$ cat config.mk
export PLATFORM = sky130hd
export DESIGN_NAME = optical_odometry_lap_qualifier_top
export DESIGN_NICKNAME = d
export VERILOG_FILES = /design/src/rtl/olq_pkg.sv /design/src/rtl/optical_odometry_lap_qualifier_top.sv
export SDC_FILE = /design/constraint.sdc
export NUM_CORES = 1
export LEC_CHECK = 0
export ABC_AREA = 1
export ABC_CLOCK_PERIOD_IN_PS = 10350
export BUFFER_PORTS_ARGS = -buffer_cell sky130_fd_sc_hd__buf_4
export CAP_MARGIN = 20
export CORE_MARGIN = 4
export CORE_UTILIZATION = 55
export DETAILED_ROUTE_END_ITERATION = 10
export PLACE_DENSITY = 0.72
export SETUP_SLACK_MARGIN = 0.02
export SKIP_CTS_REPAIR_TIMING = 1
export SLEW_MARGIN = 20
export SYNTH_ARGS = -nofsm -noshare
export SYNTH_HDL_FRONTEND = slang
export SYNTH_SLANG_ARGS = --single-unit
$ cat constraint.sdc
create_clock -name clk -period 10.35 [get_ports clk]
set_input_delay 2.07 -clock clk [delete_from_list [all_inputs] [get_ports clk]]
set_output_delay 2.07 -clock clk [all_outputs]
set_load 0.01 [all_outputs]
$ cat src/rtl/olq_pkg.sv
`timescale 1ns / 1ps
// ----------------------------------------------------------------------------
// olq_pkg: shared definitions of the optical odometry lap qualifier
// Field widths, fixed-point settings, register indexes and the controller
// state type.
// ----------------------------------------------------------------------------
package olq_pkg;

	// Fixed-point settings of the distance path.
	localparam int FRAC_BITS = 8;
	localparam int SUM_WIDTH = 32;

	// Field widths.
	localparam int DELTA_W = 8;
	localparam int CYC_W   = 32;
	localparam int RATE_W  = 16;
	localparam int STEP_W  = 16;
	localparam int VEL_W   = 32;
	localparam int LAP_W   = 16;
	localparam int RUN_W   = 8;
	localparam int LIMIT_W = 15;

	// Square root: dx^2 + dy^2 fits 16 bits, scaled by 2^(2*FRAC_BITS).
	localparam int SQ_W   = 2 * DELTA_W;
	localparam int RAD_W  = SQ_W + 2 * FRAC_BITS;
	localparam int ROOT_W = RAD_W / 2;
	localparam int REM_W  = ROOT_W + 3;

	// Velocity: step times clock rate, then divided by the elapsed cycles.
	localparam int PROD_W = STEP_W + CYC_W;
	localparam int CNT_W  = $clog2(VEL_W);

	localparam logic [STEP_W-1:0] STEP_MAX = '1;
	localparam logic [RUN_W-1:0]  RUN_MAX  = '1;

	// Packed stream widths, rounded up to whole bytes.
	localparam int IN_BITS  = 2 * DELTA_W + CYC_W + RATE_W + 1;
	localparam int IN_W     = ((IN_BITS + 7) / 8) * 8;
	localparam int OUT_BITS = STEP_W + 32 + VEL_W + 1 + LAP_W + 1 + 1;
	localparam int OUT_W    = ((OUT_BITS + 7) / 8) * 8;

	// Configuration register indexes.
	localparam int CFG_IDX_W = 2;
	localparam logic [CFG_IDX_W-1:0] REG_CLOCK_RATE   = 2'd0;
	localparam logic [CFG_IDX_W-1:0] REG_STRAIGHT_LIM = 2'd1;
	localparam logic [CFG_IDX_W-1:0] REG_MIN_STRAIGHT = 2'd2;

	// Register reset values.
	localparam logic [31:0]        CLOCK_RATE_RST   = 32'd50000000;
	localparam logic [LIMIT_W-1:0] STRAIGHT_LIM_RST = 15'd2048;
	localparam logic [RUN_W-1:0]   MIN_STRAIGHT_RST = 8'd5;

	// Controller states.
	typedef enum logic [4:0] {
		ST_IDLE = 5'b00001,
		ST_ROOT = 5'b00010,
		ST_CHK  = 5'b00100,
		ST_DIV  = 5'b01000,
		ST_HOLD = 5'b10000
	} state_t;

endpackage

$ cat src/rtl/optical_odometry_lap_qualifier_top.sv
`timescale 1ns / 1ps
// ----------------------------------------------------------------------------
// optical_odometry_lap_qualifier_top: lap qualifier for optical odometry
// Works out step distance, running distance and velocity of each motion
// sample and qualifies start-line crossings after a straight run.
// ----------------------------------------------------------------------------
// The block takes one sample at a time and returns one result for it. From
// acceptance to its result in the output register a sample passes through a
// two-bit-per-cycle square root (the clock-rate product is built up one root
// bit per cycle alongside), a step for the overflow check and the distance
// total, a one-bit-per-cycle restoring divider, and a hand-over step. With
// zero elapsed time or an overflowing velocity the divider is skipped. The
// next sample is accepted in the cycle after the result has moved into the
// output register, even if it has not yet been taken. A result still waiting
// in the output register holds the following one back in the hand-over cycle.
// Configuration writes must be made only while no sample is in flight; the
// block itself does not enforce this.
module optical_odometry_lap_qualifier_top
	import olq_pkg::*;
(
	input  logic                 clk,
	input  logic                 arst_n,
	// Configuration write port
	input  logic                 cfg_we,
	input  logic [CFG_IDX_W-1:0] cfg_index,
	input  logic [31:0]          cfg_wdata,
	// Sample stream
	input  logic                 s_tvalid,
	output logic                 s_tready,
	// delta_x[7:0], delta_y[15:8], elapsed_cycles[47:16], turn_rate[63:48],
	// line_seen[64], zero fill
	input  logic [IN_W-1:0]      s_tdata,
	// motion_valid[0]
	input  logic                 s_tuser,
	// Result stream
	output logic                 m_tvalid,
	input  logic                 m_tready,
	// step_distance[15:0], total_distance[47:16], velocity[79:48],
	// time_zero[80], lap_total[96:81], lap_crossed[97], detector_reset[98],
	// zero fill
	output logic [OUT_W-1:0]     m_tdata
);

	// Configuration registers
	logic [31:0]        clock_rate_q;
	logic [LIMIT_W-1:0] straight_lim_q;
	logic [RUN_W-1:0]   min_straight_q;

	// Persistent state
	logic [SUM_WIDTH-1:0] sum_q;
	logic [LAP_W-1:0]     laps_q;
	logic [RUN_W-1:0]     run_q;

	// Work registers
	state_t              state_q;
	logic [CNT_W-1:0]    cnt_q;
	logic [RAD_W-1:0]    rad_q;
	logic [REM_W-1:0]    srem_q;
	logic [ROOT_W-1:0]   root_q;
	logic [PROD_W-1:0]   prod_q;
	logic [CYC_W-1:0]    cyc_q;
	logic [CYC_W-1:0]    drem_q;
	logic [VEL_W-1:0]    quo_q;
	logic                tz_q;
	logic                crossed_q;
	logic                det_q;

	// Output register
	logic                m_tvalid_q;
	logic [OUT_W-1:0]    m_tdata_q;

	// Input unpacking
	logic signed [DELTA_W-1:0] dx;
	logic signed [DELTA_W-1:0] dy;
	logic signed [SQ_W-1:0]    px;
	logic signed [SQ_W-1:0]    py;
	logic [SQ_W-1:0]           sq;
	logic [CYC_W-1:0]          in_cyc;
	logic [RATE_W-1:0]         in_rate;
	logic [RATE_W-1:0]         mag;
	logic                      in_line;
	logic                      straight;
	logic [RUN_W-1:0]          run_inc;
	logic                      qualified;
	logic                      crossing;
	logic                      accept;

	// Square root step
	logic [REM_W-1:0]    srem_sh;
	logic [REM_W-1:0]    strial;
	logic                sbit;

	// Step, total and overflow check
	logic [31:0]          root_ext;
	logic                 root_sat;
	logic [STEP_W-1:0]    step;
	logic [SUM_WIDTH:0]   sum_add;
	logic [SUM_WIDTH-1:0] sum_next;
	logic [PROD_W-1:0]    prod_fix;
	logic [CYC_W-1:0]     prod_hi;
	logic                 vel_ovf;
	logic [63:0]          sum_ext;
	logic [31:0]          total;

	// Divider step
	logic [CYC_W:0]       drem_sh;
	logic                 dbit;
	logic [CYC_W:0]       drem_sub;

	logic                 out_free;

	assign accept   = s_tvalid && s_tready;
	assign s_tready = (state_q == ST_IDLE);
	assign out_free = !m_tvalid_q || m_tready;

	// Sample fields; without motion the deltas and the time count as zero
	assign dx      = s_tuser ? s_tdata[DELTA_W-1:0] : '0;
	assign dy      = s_tuser ? s_tdata[2*DELTA_W-1:DELTA_W] : '0;
	assign in_cyc  = s_tuser ? s_tdata[2*DELTA_W+CYC_W-1:2*DELTA_W] : '0;
	assign in_rate = s_tdata[2*DELTA_W+CYC_W+RATE_W-1:2*DELTA_W+CYC_W];
	assign in_line = s_tdata[2*DELTA_W+CYC_W+RATE_W];

	// Squared length of the motion vector
	assign px = dx * dx;
	assign py = dy * dy;
	assign sq = unsigned'(px) + unsigned'(py);

	// Straight-run qualification, decided when the sample is accepted
	assign mag       = in_rate[RATE_W-1] ? RATE_W'(-in_rate) : in_rate;
	assign straight  = mag < RATE_W'(straight_lim_q);
	assign run_inc   = !straight ? '0 : (run_q == RUN_MAX) ? RUN_MAX : run_q + 1'b1;
	assign qualified = run_inc > min_straight_q;
	assign crossing  = qualified && in_line;

	// One step of the digit-by-digit square root
	assign srem_sh = {srem_q[REM_W-3:0], rad_q[RAD_W-1:RAD_W-2]};
	assign strial  = REM_W'({root_q, 2'b01});
	assign sbit    = srem_sh >= strial;

	// Step distance saturates at the field width
	assign root_ext = 32'(root_q);
	assign root_sat = root_ext > 32'(STEP_MAX);
	assign step     = root_sat ? STEP_MAX : root_ext[STEP_W-1:0];

	// Saturating distance total; a crossing clears it after the add
	assign sum_add  = {1'b0, sum_q} + (SUM_WIDTH+1)'(step);
	assign sum_next = crossed_q ? '0 : sum_add[SUM_WIDTH] ? '1 : sum_add[SUM_WIDTH-1:0];
	assign sum_ext  = 64'(sum_q);
	assign total    = (sum_ext > 64'hFFFF_FFFF) ? '1 : sum_ext[31:0];

	// A saturated step multiplies as (rate << 16) - rate
	assign prod_fix = root_sat ? ((PROD_W'(clock_rate_q) << STEP_W) - PROD_W'(clock_rate_q))
		: prod_q;
	assign prod_hi  = CYC_W'(prod_fix[PROD_W-1:VEL_W]);
	assign vel_ovf  = prod_hi >= cyc_q;

	// One step of the restoring divider
	assign drem_sh  = {drem_q, quo_q[VEL_W-1]};
	assign dbit     = drem_sh >= {1'b0, cyc_q};
	assign drem_sub = drem_sh - {1'b0, cyc_q};

	// Configuration writes
	always_ff @(posedge clk or negedge arst_n) begin
		if (!arst_n) begin
			clock_rate_q   <= CLOCK_RATE_RST;
			straight_lim_q <= STRAIGHT_LIM_RST;
			min_straight_q <= MIN_STRAIGHT_RST;
		end else if (cfg_we) begin
			unique case (cfg_index)
				REG_CLOCK_RATE:   clock_rate_q   <= cfg_wdata;
				REG_STRAIGHT_LIM: straight_lim_q <= cfg_wdata[LIMIT_W-1:0];
				REG_MIN_STRAIGHT: min_straight_q <= cfg_wdata[RUN_W-1:0];
				default: ;
			endcase
		end
	end

	// Controller, persistent state and output register
	always_ff @(posedge clk or negedge arst_n) begin
		if (!arst_n) begin
			state_q    <= ST_IDLE;
			sum_q      <= '0;
			laps_q     <= '0;
			run_q      <= '0;
			m_tvalid_q <= 1'b0;
		end else begin
			// The output register fills on hand-over and empties when taken.
			if (state_q == ST_HOLD && out_free) begin
				m_tvalid_q <= 1'b1;
			end else if (m_tready) begin
				m_tvalid_q <= 1'b0;
			end
			unique case (state_q)
				ST_IDLE: begin
					if (accept) begin
						run_q <= crossing ? '0 : run_inc;
						if (crossing) begin
							laps_q <= laps_q + 1'b1;
						end
						state_q <= ST_ROOT;
					end
				end
				ST_ROOT: begin
					if (cnt_q == '0) begin
						state_q <= ST_CHK;
					end
				end
				ST_CHK: begin
					sum_q <= sum_next;
					if (tz_q || vel_ovf) begin
						state_q <= ST_HOLD;
					end else begin
						state_q <= ST_DIV;
					end
				end
				ST_DIV: begin
					if (cnt_q == '0) begin
						state_q <= ST_HOLD;
					end
				end
				ST_HOLD: begin
					if (out_free) begin
						state_q <= ST_IDLE;
					end
				end
				default: state_q <= ST_IDLE;
			endcase
		end
	end

	// Datapath: square root with product build-up, then division
	always_ff @(posedge clk) begin
		unique case (state_q)
			ST_IDLE: begin
				if (accept) begin
					rad_q     <= {sq, (2*FRAC_BITS)'(0)};
					srem_q    <= '0;
					root_q    <= '0;
					prod_q    <= '0;
					cyc_q     <= in_cyc;
					tz_q      <= (in_cyc == '0);
					crossed_q <= crossing;
					det_q     <= !qualified || crossing;
					cnt_q     <= CNT_W'(ROOT_W - 1);
				end
			end
			ST_ROOT: begin
				rad_q  <= {rad_q[RAD_W-3:0], 2'b00};
				srem_q <= sbit ? srem_sh - strial : srem_sh;
				root_q <= {root_q[ROOT_W-2:0], sbit};
				prod_q <= {prod_q[PROD_W-2:0], 1'b0} + (sbit ? PROD_W'(clock_rate_q) : '0);
				cnt_q  <= cnt_q - 1'b1;
			end
			ST_CHK: begin
				drem_q <= prod_hi;
				cnt_q  <= CNT_W'(VEL_W - 1);
				if (tz_q) begin
					quo_q <= '0;
				end else if (vel_ovf) begin
					quo_q <= '1;
				end else begin
					quo_q <= prod_fix[VEL_W-1:0];
				end
			end
			ST_DIV: begin
				drem_q <= dbit ? drem_sub[CYC_W-1:0] : drem_sh[CYC_W-1:0];
				quo_q  <= {quo_q[VEL_W-2:0], dbit};
				cnt_q  <= cnt_q - 1'b1;
			end
			ST_HOLD: begin
				if (out_free) begin
					m_tdata_q <= OUT_W'({det_q, crossed_q, laps_q, tz_q, quo_q, total, step});
				end
			end
			default: ;
		endcase
	end

	assign m_tvalid = m_tvalid_q;
	assign m_tdata  = m_tdata_q;

	// A crossing result reports a detector reset and a cleared total
	a_cross_clears : assert property (@(posedge clk) disable iff (!arst_n)
		(m_tvalid && m_tdata[97]) |-> (m_tdata[98] && m_tdata[47:16] == 32'd0))
		else $error("crossing result without detector reset or cleared total");

	// Zero elapsed time always gives zero velocity
	a_tz_vel : assert property (@(posedge clk) disable iff (!arst_n)
		(m_tvalid && m_tdata[80]) |-> (m_tdata[79:48] == 32'd0))
		else $error("time_zero result with non-zero velocity");

	// A sample is never followed by another in the very next cycle
	a_one_at_a_time : assert property (@(posedge clk) disable iff (!arst_n)
		(s_tvalid && s_tready) |=> !s_tready)
		else $error("second sample accepted while one is in flight");

	// The lap count changes only by one, and only on an accepted sample
	a_lap_step : assert property (@(posedge clk) disable iff (!arst_n)
		(laps_q != $past(laps_q)) |-> ($past(accept) && laps_q == $past(laps_q) + 1'b1))
		else $error("lap count changed unexpectedly");

endmodule
======== Word level (Yosys, flattened, before mapping) ========
Cells that the tools add are included.
operators by class
  add/subtract/negate cells ............... 10
  multiply operators ...................... 2
  magnitude comparators ................... 7
  equality and inequality tests ........... 12
  mux-type cells .......................... 36
  reduce and logical (&&, ||, !) cells .... 25
operators by type and width
  operator                                                         number
  32-bit 2-to-1 mux                                                8
  32-bit case mux with 2 select lines                              3
  48-bit 2-to-1 mux                                                2
  48-bit case mux with 2 select lines                              1
  48-bit by 32-bit adder with 48-bit output                        1
  16-bit 2-to-1 mux                                                3
  48-bit by 32-bit subtractor with 48-bit output                   1
  8-bit 2-to-1 mux                                                 5
  17-bit 2-to-1 mux                                                2
  17-bit case mux with 2 select lines                              1
  32-bit by 16-bit adder with 33-bit output                        1
  33-bit by 32-bit greater-or-equal comparator with 1-bit output   1
  16-bit by 32-bit greater-or-equal comparator with 1-bit output   1
  32-bit > comparator, second input constant                       1
  32-bit logical NOT                                               1
  8-bit by 8-bit multiplier with 16-bit output                     2
  16-bit case mux with 2 select lines                              1
  32-bit subtractor                                                1
  5-bit 2-to-1 mux                                                 6
  5-bit case mux with 5 select lines                               1
  19-bit by 18-bit greater-or-equal comparator with 1-bit output   1
  17-bit subtractor                                                1
  16-bit by 1-bit adder with 16-bit output, second input constant  1
  16-bit adder                                                     1
  29 further kinds                                                 45
storage, ports and cells
  register bits after elaboration ......... 433
  input port bits ......................... 112
  output and inout bits ................... 106
  word-level logic and storage cells ...... 113

======== Longest topological paths before layout ========
Gate-level depths: netlist (run 1).
  depth in word-level cells ............... 7
  depth in mapped cells ................... 29
  mapped depth without buffers ............ 28

======== Worst setup path before layout (run 1) ========
OpenSTA, ideal clock, no wires.
  path type ............................... input to register
  from .................................... in s_tuser
  to ...................................... reg rad_q[31] (data pin)
  setup time .............................. 254 ps
  arrival ................................. 7388 ps
  required time ........................... 10096 ps
  slack ................................... 2709 ps
  cell stages on the path ................. 24
  path buffers ............................ 2
  cell sequence ........................... clkbuf_1 -> clkbuf_1 -> nand2_1 -> nor2_1 -> inv_1 -> fa_1 -> inv_1 -> fa_1 -> fa_1 -> inv_1 -> fa_1 -> inv_1 -> fa_1 -> inv_1 -> fa_1 -> inv_1 -> ha_1 -> inv_1 -> nor3_1 -> nand3_1 -> nand3_1 -> nand3_1 -> nand3_1 -> nand2_1
on the way
  word-level cells in the longest chain between the ends .. 5
  elaborated cells between the ends (all ways) .. 7
  classes of those cells .................. 1 x add/sub; 2 x mul; 4 x mux
ends and longest elaborated chain
  item                                                                    RTL line                                                                              RTL
  from (decl)                                                             optical_odometry_lap_qualifier_top.sv:34                                              input logic s_tuser,
  8-bit 2-to-1 mux, on equally long branches                              optical_odometry_lap_qualifier_top.sv:117, optical_odometry_lap_qualifier_top.sv:118
  8-bit by 8-bit multiplier with 16-bit output, on equally long branches  optical_odometry_lap_qualifier_top.sv:124, optical_odometry_lap_qualifier_top.sv:125
  16-bit adder (*)                                                        optical_odometry_lap_qualifier_top.sv:126                                             assign sq = unsigned'(px) + unsigned'(py);
  32-bit 2-to-1 mux (*)                                                   optical_odometry_lap_qualifier_top.sv:235                                             if (accept) begin
  32-bit case mux with 2 select lines (*)                                 optical_odometry_lap_qualifier_top.sv:233                                             unique case (state_q)
  to (signal assigned)                                                    optical_odometry_lap_qualifier_top.sv:236                                             rad_q <= {sq, (2*FRAC_BITS)'(0)};
  to (signal assigned)                                                    optical_odometry_lap_qualifier_top.sv:248                                             rad_q <= {rad_q[RAD_W-3:0], 2'b00};
  to (decl)                                                               optical_odometry_lap_qualifier_top.sv:57                                              logic [RAD_W-1:0] rad_q;
Every way passes the cells marked *; elsewhere a longest branch is shown, timed or not. The select of a mux whose other input is x is not followed.
A chain may end at the register's enable or synchronous reset.

======== Worst setup path in the final report (run 1) ========
  from .................................... in s_tuser
  to ...................................... reg rad_q[30] (data pin)
The elaborated chain is that of the path after synthesis.

==> flow_summary.ini, run 1 <==
[synth]
netlist_instances = 3878
synth_cell_types = 55
synth_edf_count = 300
syn-cell-area_mm2 = 0.0305
yosys_warnings = 0
avgSynthCellArea_um2 = 7.87
synth_mux_area_share_pct = 0
ys.flop_type = edfxtp_1
ys_ff_latch = 417
seq_area_frac_synth_pct = 39.2
async_flop_share_pct = 28.1
synthSimpleGateAreaFrac_pct = 26.0
synthXorXnorAreaFrac_pct = 2.35
synthAdderAreaFrac_pct = 15.3
synth-compound-area-share_pct = 7.51
synth_top_family_by_area = simple AND/OR/NAND/NOR gates

[floorplanning]
start_util_pct = 55.5
core_mm2 = 0.0550
rows = 86
die_y_um = 244
io_pins = 218
dieArea_mm2 = 0.0593
die_w_um = 244

[global_route]
grt_pass1_wl_um = 123000
grt_pass1_vias = 24300
gr-total-overflow = 0
grt_max_degree = 76
track_usage_pct = 25.3
grt_antenna_before_repair = 0

[drt]
drtIter0Drc = 1710
totalWireLength_um = 75200
detail-route-antenna-nets = 0
wl_per_cell_um = 15.5
drt_pass1_iterations = 6
viasPerCell = 5.19
drcViolationCount = 0
vias = 25200

[pwr]
p_leak_nw = 16.8
power_mw = 8.98
power_density_mw_per_mm2 = 262
peakVddDrop_mv = 0.152

[place]
pre_cts_ws_ns = 1.73
gp_congestion = 0.942
portBuffers = 205
hpwl_um = 57900

[critical_path]
crit_chain = buf_4, nand2_1, nor2_1, fa_1, fa_1, inv_1, fa_1, inv_1, fa_1, fa_1, inv_1, fa_1, inv_1, ha_1, inv_1, nor3_1, nand3_1, nand4_1, or2_2, a31oi_1
critPathLaunchType = input port
critPathArrivalTime_ns = 8.27
worstSetupEndpointType = flop
worst_path_largest_cell_delay_ns = 0.79
crit_buf_inv = 6
crit_type = in2reg
path_max_fanout = 49
cp.required_ns = 10.64
critPathMostFrequentCell = fa_1
cpLargestDelayFamily = adder cells
slowest_stage = nor2_1

[timing]
fin_crit_ns = 7.98
skew_ns = 0.0341
rsz0062_at_grt = no
finalHoldViolations = 0
relSlewSlack_pct = 26.0
setup_viol = 0
fmax_mhz = 125
tns_ns = 0
setup_ws_ns = 2.37
whs_ns = 0.423
fin_crit_sh_pct = 77.1
slew_viol_final = 0
worstMarginPinSlew_ns = 1.11

[cts]
cts_buffers = 45
cts-root-buf = clkbuf_16
htree_num_levels = 2
clock_path_buffers = 3
worst_skew_pair.late_latency_ns = 0.60
cts_num_sinks = 417
tritoncts = yes
clkTransAtPathRegs_ns = 0.06

[cells_and_area]
antennaDiodeCount = 0
drive_above_1_share_pct = 9.28
final_util_pct = 62.3
final_nets = 4487
syn2layout_area_growth_pct = 12.3

[job]
timing.max_cap.violations = 0

[min_path]
hp-class = reg2reg

[run_status]
status = complete, no violations
## stage by stage
step,cell area (um2),instances
2_1_floorplan,30500,3882
3_3_place_gp,32700,4770
3_5_place_dp,32700,4770
4_1_cts,34300,4854
5_1_grt,34300,4854
6_report,34300,4854
## synth_stat cells, types with 11 or more instances
cell / n / area share, %
fa_1: 114 / 7.5
nand3b_1: 20 / 0.49
nand2_1: 1080 / 13
xor2_1: 31 / 0.89
nand4_1: 40 / 0.82
inv_2: 15 / 0.18
nand2_2: 16 / 0.33
clkbuf_1: 33 / 0.41
o21ai_1: 12 / 0.20
xnor2_1: 51 / 1.5
nor2_2: 11 / 0.23
o21ai_0: 157 / 2.6
nor4_1: 22 / 0.45
nor3_1: 33 / 0.54
nand3_1: 198 / 3.2
dfstp_2: 16 / 1.4
a21oi_1: 176 / 2.9
buf_2: 23 / 0.38
ha_1: 192 / 7.9
inv_1: 654 / 8.0
edfxtp_1: 300 / 30
nor2_1: 452 / 5.6
o21bai_1: 17 / 0.42
dfrtp_1: 101 / 8.3
## worst paths after layout
| check | endpoint | slack, ns | depth (start not counted) | startpoint |
|---|---|---|---|---|
| max | rad_q[30]$_DFFE_PP_ | 2.37 | 20 | s_tuser |
| min | m_tdata[98]$_DFFE_PP_ | 0.42 | 0 | det_q$_DFFE_PP_ |
| max reg2reg | prod_q[37]$_SDFFCE_PN0P_ | 4.84 | 24 | root_q[11]$_SDFFCE_PN0P_ |
| min reg2reg | m_tdata[98]$_DFFE_PP_ | 0.42 | 0 | det_q$_DFFE_PP_ |
| max in group asynchronous | laps_q[10]$_DFFE_PN0P_ | 7.44 | 2 | arst_n |
| min in group asynchronous | straight_lim_q[0]$_DFFE_PN0P_ | 1.54 | 1 | arst_n |
## worst reg2reg max path: stages (launching register included)
cell and delay, ns:
edfxtp_1 0.47, inv_1 0.13, ha_1 0.29, nand2_1 0.15, nor3_2 0.06, nand2_1 0.06, nor2_1 0.04, a31oi_1 0.77
nand2_2 0.50, inv_2 0.75, nor2_1 0.11, ha_1 0.30, fa_1 0.47, nand3_1 0.12, nand2_1 0.09, nand2_1 0.07
nand2_1 0.11, nand3_1 0.09, nand2_1 0.15, nand2_1 0.15, nand2_1 0.12, nand2_1 0.10, nand2_1 0.05, nand2_1 0.05
nor2_1 0.04
## placed cells by master, fill, tap and decap left out, types with 22 or more instances in the layout
cell type  instances
o21ai_0          157
edfxtp_1         300
buf_4            216
nor4_1            22
a21oi_1          176
xnor2_1           51
fa_1             114
ha_1             192
nor2_1           451
clkbuf_16         47
nand2_1         1077
nand4_1           40
nand3_1          197
nor3_1            33
xor2_1            31
dfrtp_1          101
inv_1            654
## power by group
part	switching (mW)	internal [mW]	leakage, nW
registers	0.272	2.37	4.26
clock network	0.682	0.978	0.767
logic	3.09	1.59	11.8
total	4.04	4.94	16.8
## area by class of cell
type | instances | area [um2]
multi-input cells | 2719 | 15700
well taps | 748 | 936
clock inverters | 22 | 267
inverters | 670 | 2510
repair buffers | 216 | 1620
fillers | 4894 | 20700
clock buffers | 62 | 1280
flip-flops and latches | 417 | 12000
## state kept, by name, indices dropped and copies added, names as in the netlist
register        cells
min_straight_q      8
root_q             16
srem_q             17
laps_q             16
clock_rate_q       32
sum_q              32
prod_q             48
tz_q                1
det_q               1
cnt_q               5
straight_lim_q     15
m_tvalid            1
drem_q             32
run_q               8
m_tdata            99
quo_q              32
rad_q              16
crossed_q           1
state_q             5
cyc_q              32
## layer usage
metal / routed length [um] / share of wire, % / GRT usage [%]
met3: 4150 / 5.5 / 3.60
met5: 0 / 0 / 0
met2: 34400 / 46 / 41.6
met4: 1900 / 2.5 / 6.62
met1: 34800 / 46 / 35.7
## logic make-up after synthesis
logic type	Yosys count
compound gates	419
xor+xnor	82
fa+ha+maj	306
buf+inv	746
flops	417
other cells	1
simple gates	1907
No activity file was read; power rests on OpenSTA's default activity.
==> inputs of run 2 (changes only) <==
--- a/config.mk
+++ b/config.mk
@@ -5,8 +5,8 @@
 export SDC_FILE = /design/constraint.sdc
 export NUM_CORES = 1
 export LEC_CHECK = 0
-export ABC_AREA = 1
-export ABC_CLOCK_PERIOD_IN_PS = 10350
+export ABC_AREA = 0
+export ABC_CLOCK_PERIOD_IN_PS = 7400
 export BUFFER_PORTS_ARGS = -buffer_cell sky130_fd_sc_hd__buf_4
 export CAP_MARGIN = 20
 export CORE_MARGIN = 4
==> constraint.sdc (replaced) <==
create_clock -name clk -period 7.4 [get_ports clk]
set_input_delay 1.48 -clock clk [delete_from_list [all_inputs] [get_ports clk]]
set_output_delay 1.48 -clock clk [all_outputs]
set_load 0.01 [all_outputs]
==> run 2 against run 1 <==
  * Power rose by 36%
  * First-iteration DRC count fell by 7.2%
  * Sequential cell count did not move
  * Via count fell by 20%
  * Sequential power rose by 41%
  * Routed wire length fell by 17%
  * Critical endpoint unchanged
  * Largest cell class unchanged
  * Largest power group unchanged
==> flow_summary.ini, run 2 <==
[run_status]
status = complete, no violations

[critical_path]
worstSetupEndpointType = flop
crit_type = in2reg
critPathArrivalTime_ns = 6.98
cp.required_ns = 7.70
path_max_fanout = 30
critPathLaunchType = input port

[cells_and_area]
final_nets = 3252
largest_register_ffs = 99
instances_no_fill = 3543
syn2layout_area_growth_pct = 13.6
drive_above_1_share_pct = 15.4
final_common_cell = edfxtp_1
final_cell_mix = edfxtp_1 (300), inv_1 (242), nor2_1 (233), buf_4 (233), nand2_1 (213)
regArea_mm2 = 0.0120
fillers = 4006
multiInputGateArea_mm2 = 0.0147
antennaDiodeCount = 0

[pwr]
clockPowerShare_pct = 19.5
power.internal_mw = 7.31
p_leak_nw = 13.8
switching_share_pct = 40.2
power_frac_comb_pct = 50.0
p_switching_mw = 4.92
peakVddDrop_mv = 0.205
p_seq_share_pct = 30.4
power_density_mw_per_mm2 = 386
power_mw = 12.2

[timing]
slew_viol_final = 0
worstMarginPinSlew_ns = 1.04
tns_ns = 0
fmax_mhz = 150
fin_crit_ns = 6.68
rsz0062_at_grt = no
skew_ns = 0.0174
relSlewSlack_pct = 30.7
setup_viol = 0
finalHoldViolations = 0
fin_crit_sh_pct = 90.2

[synth]
netlist_top_cells_area = edfxtp_1 (32%), dfrtp_1 (9.1%), ha_1 (8.6%), fa_1 (8.2%), inv_1 (3.3%)
synth_top_cells_by_count = edfxtp_1 (300), inv_1 (242), nor2_1 (234)
synth_edf_count = 300
synthMostInstantiatedCell = edfxtp_1
ys.flop_type = edfxtp_1
netlist_instances = 2655
yosys_warnings = 0
async_flop_share_pct = 28.1
ys_ff_latch = 417
avgSynthCellArea_um2 = 10.5
synth_area_leader_cell = edfxtp_1
seq_area_frac_synth_pct = 42.9
yosysTopAreaCellShare_pct = 32.3
synth_cell_types = 102
syn-cell-area_mm2 = 0.0279

[floorplanning]
io_pins = 218
rows = 82
die_y_um = 233
dieArea_mm2 = 0.0544
die_w_um = 233
core_mm2 = 0.0502
start_util_pct = 55.6

[drt]
viasPerCell = 5.68
vias = 20100
drt_pass1_iterations = 6
drcViolationCount = 0
totalWireLength_um = 62500
drtIter0Drc = 1587
detail-route-antenna-nets = 0
wl_per_cell_um = 17.6

[min_path]
hp-class = reg2reg

[global_route]
grt_pass1_wl_um = 101000
grt_antenna_before_repair = 0
grt_use_met3_pct = 2.99
grt_pass1_vias = 20000
gr-total-overflow = 0
track_usage_pct = 22.9
use_met2_pct = 38.2
grt_busiest_layer = met2
met1_usage_pct = 31.9
grt_max_degree = 78

[cts]
cts_num_sinks = 417
cts-root-buf = clkbuf_16
htree_num_levels = 2
cts_buffers = 45
clock_path_buffers = 3
worst_skew_pair.late_latency_ns = 0.58
clkTransAtPathRegs_ns = 0.06
tritoncts = yes

[job]
timing.max_cap.violations = 0

[place]
placedCellCount = 3458
hpwl_um = 46800
gp_congestion = 0.913
portBuffers = 205
==> run 2: final cells by class <==
class / count / share of cell area [%]
clock inverters: 28 / 1.17
flip-flops and latches: 417 / 37.7
clock buffers: 56 / 3.81
multi-input cells: 1893 / 46.2
repair buffers: 233 / 5.52
well taps: 672 / 2.65
inverters: 244 / 2.89
==> run 2: metal layers <==
layer	routed length, um	share of wire, %
met1	28300	45
met4	1540	2.5
met2	29300	47
met5	0	0
met3	3310	5.3
==> run 2: cells by family (layout without fill, tap and decap cells) <==
kind of cell	count (synthesis)	count (layout)	synth area share, %
compound gates	496	496	12.1
xor+xnor	136	136	4.27
fa+ha+maj	306	306	16.8
buf+inv	349	561	4.90
flops	417	417	42.9
mux	106	106	4.08
other cells	1	5	0.0134
simple gates	844	844	15.0
==> run 2: worst paths after layout <==
check	startpoint	to	slack [ns]	cells after the start
max	s_tuser	rad_q[30]$_DFFE_PP_	0.72	20
min	det_q$_DFFE_PP_	m_tdata[98]$_DFFE_PP_	0.44	0
max reg2reg	root_q[0]$_SDFFCE_PN0P_	prod_q[31]$_SDFFCE_PN0P_	1.53	21
min reg2reg	det_q$_DFFE_PP_	m_tdata[98]$_DFFE_PP_	0.44	0
max in group asynchronous	arst_n	laps_q[0]$_DFFE_PN0P_	5.06	2
min in group asynchronous	arst_n	min_straight_q[7]$_DFFE_PN0P_	0.97	1
==> run 2: per-stage QoR <==
stage	setup WS, ns	hold WS, ns	utilization (%)	instance area [um2]
final	0.722	0.439	63.2	31700
after global routing	0.275	0.451	63.2	31700
after CTS	0.710	0.443	63.2	31700
after detailed placement	0.103	0.428	60.0	30100
after global placement	0.267	0.427	60.0	30100
after floorplan	0.152	0.400	-	27900
==> run 2: critical path, stage by stage <==
cell	delay, ns
buf_4	0.22
and2_1	0.24
nand2_1	0.14
fa_1	0.51
fa_1	0.52
fa_1	0.51
inv_1	0.05
fa_1	0.46
fa_1	0.54
inv_1	0.05
fa_1	0.52
inv_1	0.04
ha_1	0.32
nor2b_1	0.15
o21a_1	0.19
nor3_1	0.21
o31ai_1	0.16
o41ai_1	0.39
xor2_1	0.19
o21ai_0	0.08
==> run 2: power groups by stage <==
stage                     clock network (mW)  logic [mW]  registers (mW)
after floorplan                            0        4.79            3.62
after global placement                     0        5.86            3.73
after detailed placement                   0        6.07            3.76
after CTS                               2.43        6.11            3.72
after global routing                    2.53        6.91            3.79
final                                   2.39        6.12            3.72
